`src/sv/sm83alu_pkg.sv`:
```
// Shared types and operation codes for the SM83 8-bit ALU.
`timescale 1ns / 1ps

package sm83alu_pkg;

   // operation groups
   localparam logic [2:0] OP_ALU    = 3'd0;
   localparam logic [2:0] OP_ROT    = 3'd1;
   localparam logic [2:0] OP_ACC    = 3'd2;
   localparam logic [2:0] OP_BIT    = 3'd3;
   localparam logic [2:0] OP_RES    = 3'd4;
   localparam logic [2:0] OP_SET    = 3'd5;
   localparam logic [2:0] OP_INC    = 3'd6;
   localparam logic [2:0] OP_DEC    = 3'd7;

   // alu group
   localparam logic [2:0] ALU_ADD   = 3'd0;
   localparam logic [2:0] ALU_ADC   = 3'd1;
   localparam logic [2:0] ALU_SUB   = 3'd2;
   localparam logic [2:0] ALU_SBC   = 3'd3;
   localparam logic [2:0] ALU_AND   = 3'd4;
   localparam logic [2:0] ALU_XOR   = 3'd5;
   localparam logic [2:0] ALU_OR    = 3'd6;
   localparam logic [2:0] ALU_CP    = 3'd7;

   // rotate/shift group
   localparam logic [2:0] ROT_RLC   = 3'd0;
   localparam logic [2:0] ROT_RRC   = 3'd1;
   localparam logic [2:0] ROT_RL    = 3'd2;
   localparam logic [2:0] ROT_RR    = 3'd3;
   localparam logic [2:0] ROT_SLA   = 3'd4;
   localparam logic [2:0] ROT_SRA   = 3'd5;
   localparam logic [2:0] ROT_SWAP  = 3'd6;
   localparam logic [2:0] ROT_SRL   = 3'd7;

   // accumulator group (0..3 are the A-register rotates)
   localparam logic [2:0] ACC_DAA   = 3'd4;
   localparam logic [2:0] ACC_CPL   = 3'd5;
   localparam logic [2:0] ACC_SCF   = 3'd6;
   localparam logic [2:0] ACC_CCF   = 3'd7;

   // flag bit positions
   localparam int FLAG_Z = 3;
   localparam int FLAG_N = 2;
   localparam int FLAG_H = 1;
   localparam int FLAG_C = 0;

   // decimal adjust constants
   localparam logic [7:0] DAA_LIMIT    = 8'h99;
   localparam logic [7:0] DAA_HI_ADJ   = 8'h60;
   localparam logic [7:0] DAA_LO_ADJ   = 8'h06;
   localparam logic [3:0] DAA_LO_LIMIT = 4'h9;

   typedef struct packed {
      logic [2:0] op;
      logic [2:0] func;
      logic [7:0] acc;
      logic [7:0] operand;
      logic [3:0] flags_in;
   } req_type;

   typedef struct packed {
      logic [7:0] result;
      logic [3:0] flags_out;
   } rsp_type;

endpackage

```
`src/sv/sm83alu_core.sv`:
```
// Combinational SM83 ALU datapath: value and Z/N/H/C flags for one request.
`timescale 1ns / 1ps

module sm83alu_core (
   input  sm83alu_pkg::req_type req,
   output sm83alu_pkg::rsp_type rsp
);

   // rotate/shift unit, shared by the CB group and the A-register rotates
   function automatic logic [8:0] rot_fn(input logic [2:0] f, input logic [7:0] v,
                                         input logic cin);
      logic [8:0] r;   // {carry out, value}
      case (f)
         sm83alu_pkg::ROT_RLC:  r = {v[7], v[6:0], v[7]};
         sm83alu_pkg::ROT_RRC:  r = {v[0], v[0], v[7:1]};
         sm83alu_pkg::ROT_RL:   r = {v[7], v[6:0], cin};
         sm83alu_pkg::ROT_RR:   r = {v[0], cin, v[7:1]};
         sm83alu_pkg::ROT_SLA:  r = {v[7], v[6:0], 1'b0};
         sm83alu_pkg::ROT_SRA:  r = {v[0], v[7], v[7:1]};
         sm83alu_pkg::ROT_SWAP: r = {1'b0, v[3:0], v[7:4]};
         default:               r = {v[0], 1'b0, v[7:1]};
      endcase
      return r;
   endfunction

   logic       zin, nin, hin, cin;
   logic [8:0] sum9, diff9, rot_op, rot_acc;
   logic [4:0] hsum5, hdiff5;
   logic       alu_c;
   logic [7:0] bit_mask;
   logic [7:0] daa_v;
   logic       daa_c;
   logic [7:0] inc_v, dec_v;

   assign zin = req.flags_in[sm83alu_pkg::FLAG_Z];
   assign nin = req.flags_in[sm83alu_pkg::FLAG_N];
   assign hin = req.flags_in[sm83alu_pkg::FLAG_H];
   assign cin = req.flags_in[sm83alu_pkg::FLAG_C];

   // carry in only for ADC / SBC
   assign alu_c  = ((req.func == sm83alu_pkg::ALU_ADC) || (req.func == sm83alu_pkg::ALU_SBC))
                   ? cin : 1'b0;
   assign sum9   = {1'b0, req.acc} + {1'b0, req.operand} + {8'd0, alu_c};
   assign hsum5  = {1'b0, req.acc[3:0]} + {1'b0, req.operand[3:0]} + {4'd0, alu_c};
   // bit 8 / bit 4 of the differences is the borrow
   assign diff9  = {1'b0, req.acc} - {1'b0, req.operand} - {8'd0, alu_c};
   assign hdiff5 = {1'b0, req.acc[3:0]} - {1'b0, req.operand[3:0]} - {4'd0, alu_c};

   assign rot_op  = rot_fn(req.func, req.operand, cin);
   assign rot_acc = rot_fn(req.func, req.acc, cin);

   assign bit_mask = 8'd1 << req.func;
   assign inc_v    = req.operand + 8'd1;
   assign dec_v    = req.operand - 8'd1;

   // decimal adjust; low nibble test is unaffected by the 0x60 step
   always_comb begin
      daa_v = req.acc;
      daa_c = cin;
      if (!nin) begin
         if (cin || (req.acc > sm83alu_pkg::DAA_LIMIT)) begin
            daa_v = daa_v + sm83alu_pkg::DAA_HI_ADJ;
            daa_c = 1'b1;
         end
         if (hin || (req.acc[3:0] > sm83alu_pkg::DAA_LO_LIMIT)) begin
            daa_v = daa_v + sm83alu_pkg::DAA_LO_ADJ;
         end
      end else begin
         if (cin) begin
            daa_v = daa_v - sm83alu_pkg::DAA_HI_ADJ;
         end
         if (hin) begin
            daa_v = daa_v - sm83alu_pkg::DAA_LO_ADJ;
         end
      end
   end

   always_comb begin
      rsp = '0;
      case (req.op)
         sm83alu_pkg::OP_ALU: begin
            case (req.func)
               sm83alu_pkg::ALU_ADD, sm83alu_pkg::ALU_ADC: begin
                  rsp.result    = sum9[7:0];
                  rsp.flags_out = {sum9[7:0] == 8'd0, 1'b0, hsum5[4], sum9[8]};
               end
               sm83alu_pkg::ALU_SUB, sm83alu_pkg::ALU_SBC, sm83alu_pkg::ALU_CP: begin
                  rsp.result    = (req.func == sm83alu_pkg::ALU_CP) ? req.acc : diff9[7:0];
                  rsp.flags_out = {diff9[7:0] == 8'd0, 1'b1, hdiff5[4], diff9[8]};
               end
               sm83alu_pkg::ALU_AND: begin
                  rsp.result    = req.acc & req.operand;
                  rsp.flags_out = {(req.acc & req.operand) == 8'd0, 3'b010};
               end
               sm83alu_pkg::ALU_XOR: begin
                  rsp.result    = req.acc ^ req.operand;
                  rsp.flags_out = {(req.acc ^ req.operand) == 8'd0, 3'b000};
               end
               default: begin
                  rsp.result    = req.acc | req.operand;
                  rsp.flags_out = {(req.acc | req.operand) == 8'd0, 3'b000};
               end
            endcase
         end
         sm83alu_pkg::OP_ROT: begin
            rsp.result    = rot_op[7:0];
            rsp.flags_out = {rot_op[7:0] == 8'd0, 2'b00, rot_op[8]};
         end
         sm83alu_pkg::OP_ACC: begin
            case (req.func)
               sm83alu_pkg::ACC_DAA: begin
                  rsp.result    = daa_v;
                  rsp.flags_out = {daa_v == 8'd0, nin, 1'b0, daa_c};
               end
               sm83alu_pkg::ACC_CPL: begin
                  rsp.result    = ~req.acc;
                  rsp.flags_out = {zin, 2'b11, cin};
               end
               sm83alu_pkg::ACC_SCF: begin
                  rsp.result    = req.acc;
                  rsp.flags_out = {zin, 3'b001};
               end
               sm83alu_pkg::ACC_CCF: begin
                  rsp.result    = req.acc;
                  rsp.flags_out = {zin, 2'b00, ~cin};
               end
               default: begin
                  // RLCA/RRCA/RLA/RRA: Z forced low
                  rsp.result    = rot_acc[7:0];
                  rsp.flags_out = {3'b000, rot_acc[8]};
               end
            endcase
         end
         sm83alu_pkg::OP_BIT: begin
            rsp.result    = req.operand;
            rsp.flags_out = {~req.operand[req.func], 2'b01, cin};
         end
         sm83alu_pkg::OP_RES: begin
            rsp.result    = req.operand & ~bit_mask;
            rsp.flags_out = req.flags_in;
         end
         sm83alu_pkg::OP_SET: begin
            rsp.result    = req.operand | bit_mask;
            rsp.flags_out = req.flags_in;
         end
         sm83alu_pkg::OP_INC: begin
            rsp.result    = inc_v;
            rsp.flags_out = {inc_v == 8'd0, 1'b0, req.operand[3:0] == 4'hF, cin};
         end
         default: begin
            rsp.result    = dec_v;
            rsp.flags_out = {dec_v == 8'd0, 1'b1, req.operand[3:0] == 4'h0, cin};
         end
      endcase
   end

endmodule

```
`src/sv/sm83_8bit_alu_with_flags_unit.sv`:
```
// Top level of the SM83 8-bit ALU: input register, ALU datapath, result register.
`timescale 1ns / 1ps

// SM83 8-bit ALU with Z/N/H/C flags. A request carries the operation group
// (op), the sub-operation or bit index (func), the accumulator, the operand and
// the current flags; each request yields exactly one response with the new value
// and new flags. The unit is a two-register pipeline: requests land in an input
// register, the whole ALU function is evaluated combinationally from that
// register, and the outcome is captured in the response register. Throughput is
// one request per clock while the response side is ready. rsp_valid rises when
// the response register captures the outcome, never in the accepting cycle.
// Backpressure on rsp_ready propagates combinationally to req_ready, so with the
// response side always ready the unit never stalls; with it stalled, two requests
// are held (one per register) before req_ready drops. There is no state across
// requests and nothing to configure; reset only clears the valid bits.

module sm83_8bit_alu_with_flags_unit (
   input  logic       clock,
   input  logic       reset,
   input  logic       req_valid,
   output logic       req_ready,
   input  logic [2:0] req_op,
   input  logic [2:0] req_func,
   input  logic [7:0] req_acc,
   input  logic [7:0] req_operand,
   input  logic [3:0] req_flags_in,
   output logic       rsp_valid,
   input  logic       rsp_ready,
   output logic [7:0] rsp_result,
   output logic [3:0] rsp_flags_out
);

   logic                 s1_valid_ff, s1_valid_in;
   sm83alu_pkg::req_type s1_req_ff;
   sm83alu_pkg::rsp_type alu_rsp;
   logic                 out_valid_ff, out_valid_in;
   sm83alu_pkg::rsp_type out_rsp_ff;
   logic                 out_load;
   logic                 req_take;

   // response register loads when it is empty or being drained this cycle
   assign out_load  = !out_valid_ff || rsp_ready;
   assign req_ready = !s1_valid_ff || out_load;
   assign req_take  = req_valid && req_ready;

   assign s1_valid_in  = req_take || (s1_valid_ff && !out_load);
   assign out_valid_in = out_load ? s1_valid_ff : out_valid_ff;

   always_ff @(posedge clock) begin
      if (reset) begin
         s1_valid_ff  <= 1'b0;
         out_valid_ff <= 1'b0;
      end else begin
         s1_valid_ff  <= s1_valid_in;
         out_valid_ff <= out_valid_in;
      end
   end

   // payload registers, no reset
   always_ff @(posedge clock) begin
      if (req_take) begin
         s1_req_ff <= '{op: req_op, func: req_func, acc: req_acc,
                        operand: req_operand, flags_in: req_flags_in};
      end
      if (out_load && s1_valid_ff) begin
         out_rsp_ff <= alu_rsp;
      end
   end

   sm83alu_core u_core (
      .req (s1_req_ff),
      .rsp (alu_rsp)
   );

   assign rsp_valid     = out_valid_ff;
   assign rsp_result    = out_rsp_ff.result;
   assign rsp_flags_out = out_rsp_ff.flags_out;

   // a held request is not dropped while the response side is stalled
   a_s1_hold: assert property (@(posedge clock) disable iff (reset)
      s1_valid_ff && !out_load && !req_take |=> s1_valid_ff)
      else $error("input stage lost a request under backpressure");

   // an accepted request always occupies the input stage next cycle
   a_s1_fill: assert property (@(posedge clock) disable iff (reset)
      req_take |=> s1_valid_ff)
      else $error("accepted request not captured");

   // a new response only appears when the input stage held something
   a_out_src: assert property (@(posedge clock) disable iff (reset)
      out_load && !s1_valid_ff |=> !out_valid_ff)
      else $error("response produced with no request behind it");

   // an empty input stage never backpressures
   a_ready_empty: assert property (@(posedge clock) disable iff (reset)
      !s1_valid_ff |-> req_ready)
      else $error("req_ready low with empty input stage");

endmodule
```
`config.mk`:
```
export PLATFORM = sky130hd
export DESIGN_NAME = sm83_8bit_alu_with_flags_unit
export DESIGN_NICKNAME = d
export VERILOG_FILES = /design/src/sv/sm83alu_pkg.sv /design/src/sv/sm83alu_core.sv /design/src/sv/sm83_8bit_alu_with_flags_unit.sv
export SDC_FILE = /design/constraint.sdc
export NUM_CORES = 1
export LEC_CHECK = 0
export BUFFER_PORTS_ARGS = -buffer_cell sky130_fd_sc_hd__clkbuf_2
export CAP_MARGIN = 20
export CORE_MARGIN = 3
export CORE_UTILIZATION = 40
export CTS_CLUSTER_SIZE = 10
export DETAILED_ROUTE_END_ITERATION = 16
export GPL_ROUTABILITY_DRIVEN = 0
export GPL_TIMING_DRIVEN = 0
export MAX_ROUTING_LAYER = met4
export SLEW_MARGIN = 0
export SYNTH_ARGS = -nofsm -noshare
export SYNTH_HDL_FRONTEND = slang
export SYNTH_SLANG_ARGS = --single-unit
```
`constraint.sdc`:
```
create_clock -name clock -period 5.56 [get_ports clock]
set_clock_uncertainty 0.05 [all_clocks]
set_input_delay 0.556 -clock clock [delete_from_list [all_inputs] [get_ports clock]]
set_output_delay 0.556 -clock clock [all_outputs]
set_load 0.02 [all_outputs]
```
==> summary.txt <==
Outcome
  • Status: complete, no violations

Timing
  • Clock period minus worst slack: 5320 ps
  • Final Hold Fails: 0
  • Final WS setup: 243 ps
  • Slew Viols, Final: 0
  • Setup violators final: 0
  • Final period util: 0.956
  • Fmax: 188 MHz
  • Final setup TNS: 0 ps
  • Hold slack: 385 ps
  • Max-Slew Margin vs Limit: 0.341
  • Worst-Margin Slew: 987 ps
  • RSZ-0062 raised after global routing: false

Worst hold path
  • Worst min path class: in2reg
  • Hold-critical path depth: 1

Floorplanning
  • Initial core utilization: 0.410
  • I/O pin count: 44
  • Core area: 12,100 um^2
  • Die Ht: 117 um
  • Full die area: 13,700 um^2
  • Die Width: 117 um
  • Std cell rows: 40

Setup path
  • Nature of the critical path startpoint: flip-flop
  • Worst path max stage delay: 590 ps
  • CP cell instances: buf_2 -> clkbuf_2 -> buf_2 -> nand3_1 -> inv_1 -> fa_1 -> ha_1 -> or2_2 -> fa_1 -> o21a_1 -> nor2_1 -> o21ai_0 -> a21o_1 -> a21oi_1 -> xnor2_1 -> o311ai_0
  • Worst reg-to-reg path cell count: 16
  • Number of cells on the critical path: 16
  • Worst Path Arrival: 5260 ps
  • Crit path max fanout: 19
  • Critical path's top delay family: compound AO/OA/AOI/OAI gates
  • Slowest CP cell: o311ai_0
  • Critical path class: reg2reg
  • Buf/Inv on CP: 4
  • CP Data Required Time: 5500 ps
  • Critical path endpoint category: flip-flop

Yosys
  • Cell area after synthesis: 4950 um^2
  • Ys async rst share: 0
  • Cell taking the most area after synthesis: edfxtp_1
  • Synth top area cells: edfxtp_1 23%, ha_1 9.6%, o21ai_0 4.6%, xnor2_1 4.4%, nand2_1 3.8%
  • Mapped Avg Cell Area: 8.10 um^2
  • Most common cell in the netlist: nand2_1
  • Synth warn: 0
  • Syn nets: 683
  • Yosys reg bits: 40
  • Number of flops mapped to enable cells by yosys: 38
  • Main flop type after synthesis: edfxtp_1
  • Post-Synthesis Cells: 611
  • Synth top area share: 0.230
  • Seq/Total Area, Yosys: 0.239
  • Most frequent cells after synthesis: 50 x nand2_1, 46 x o21ai_0, 44 x nor2_1
  • Library cells used by synthesis: 64

Global route
  • Largest net degree at the start of global routing: 22
  • First-pass GRT wire length: 27.5 mm
  • Vias in the first global route: 4,942
  • Initial antenna violation count: 0
  • GRT overflow: 0
  • Overall Global Routing Usage: 0.269

Cells and area
  • Nets: 733
  • Core Util, Final: 0.459
  • Ratio of cells with drive above 1 in the final layout: 0.137
  • Area delta synth->final: 11.8%
  • Non-Filler Instances: 830
  • Diode count: 0
  • Fill count: 1,205
  • FF/Latch Area: 1180 um^2
  • Area of the multi-input gates: 3440 um^2

Clock tree
  • Clk_lat worst skew: 290 ps
  • Root buf cell: clkbuf_16
  • CTS Sinks: 40
  • CTS Hold Bufs: 0
  • Clock buffer count from CTS: 5
  • Clock Pin Slew Worst Setup and Hold Paths: 60 ps
  • CTS tree: yes
  • Clk buf depth: 2
  • Htree depth: 2

Drt
  • Via count: 5,360
  • Vias/cell: 6.46
  • Final wirelength: 18.0 mm
  • DRT Pass-1 Iters: 6
  • DR iter-0 viols: 966
  • Drt wl/cell: 21.7 um
  • DRC Markers: 0
  • ANT nets after route: 0

Pwr
  • Worst VDD drop: 0.0922 mV
  • NetSw: 0.000401 W
  • Pwr/cell area: 194 nW/um^2
  • Seq pwr share: 0.348
  • Leakage power: 2.13 nW
  • Logic pwr share: 0.391
  • Clock share of power: 0.260
  • Switching fraction of total power: 0.374
  • Total internal power: 0.000672 W

Placed design
  • Port-buffer cells: 43
  • Inst Count DP: 823
  • Dpl hpwl: 13.6 mm
  • Place WS: -266 ps

Job
  • Max-cap viol count: 0
## power groups by stage
| stage | logic [W] | registers (W) | clock network, W |
|---|---|---|---|
| global placement | 0.000398 | 0.000379 | 0 |
| floorplan | 0.000279 | 0.000379 | 0 |
| detailed placement | 0.000401 | 0.000379 | 0 |
| global route | 0.000449 | 0.000375 | 0.000298 |
| finish | 0.000420 | 0.000374 | 0.000279 |
| CTS | 0.000403 | 0.000373 | 0.000286 |
## routing by layer
| layer | vias to the layer above | track usage | share of wire |
|---|---|---|---|
| met5 | - | - | 0 |
| met4 | 0 | 0.125 | 0.069 |
| li1 | 2393 | - | - |
| met2 | 438 | 0.398 | 0.42 |
| met1 | 2405 | 0.348 | 0.39 |
| met3 | 124 | 0.0632 | 0.12 |
## cell families after synthesis
family	Yosys count	share of synthesized area
AOI/OAI and AO/OA	192	0.271
xor gates and xnor gates	30	0.0531
adders and majority gates	42	0.112
buffers and inverters	83	0.0670
DFF	40	0.239
muxes	22	0.0510
and+or+nand+nor	202	0.207
## final cells by class
class | instances | area share
plain buffers | 52 | 0.0396
clock buffers | 5 | 0.0226
clock inverters | 3 | 0.00249
inverters | 30 | 0.0210
multi-input cells | 488 | 0.621
flip-flops and latches | 40 | 0.213
well taps | 168 | 0.0380
repair buffers | 44 | 0.0416
## worst paths after layout
kind	startpoint	endpoint	slack (ps)
worst max-delay path	s1_req_ff[20]	rsp_flags_out[0]	240
worst min-delay path	req_operand[3]	s1_req_ff[7]	380
worst max register to register	s1_req_ff[20]	rsp_flags_out[0]	240
worst min register to register	s1_valid_ff	rsp_valid	480
## per-stage QoR
stage / power [W] / instance area [um^2]
3_3_place_gp: 0.000776 / 5380
2_1_floorplan: 0.000659 / 4950
4_1_cts: 0.00106 / 5530
5_1_grt: 0.00112 / 5530
3_5_place_dp: 0.000781 / 5390
6_report: 0.00107 / 5530
## flip-flops by register name, indices dropped and copies added, names as in the netlist
signal	flops
rsp_result	8
rsp_flags_out	4
s1_valid_ff	1
rsp_valid	1
s1_req_ff	26
## what timing repair did
item / in CTS / in global routing
hold endpoints to repair: 0 / 0
setup buffers: 0 / 0
gates resized for setup: 2 / 3
gates cloned: 0 / 0
setup endpoints to repair: 2 / 2
## cells in the final DEF (no fill, tap or decap), types with 7 or more instances in the layout
| master | n |
|---|---|
| a31oi_1 | 8 |
| buf_1 | 11 |
| xnor2_1 | 25 |
| nand3_1 | 16 |
| a211oi_1 | 13 |
| mux2i_1 | 14 |
| buf_2 | 11 |
| nor3_1 | 14 |
| a21oi_1 | 31 |
| ha_1 | 38 |
| o211ai_1 | 10 |
| a221oi_1 | 12 |
| o221a_2 | 7 |
| nor2b_1 | 17 |
| clkbuf_1 | 27 |
| nand4_1 | 10 |
| o21a_1 | 7 |
| nand2_1 | 50 |
| and3_1 | 7 |
| clkbuf_2 | 45 |
| inv_1 | 26 |
| nor2_1 | 44 |
| edfxtp_1 | 38 |
| o21ai_0 | 46 |
| a21o_1 | 8 |
| nor4_1 | 9 |
(Power assumes the default switching activity.)
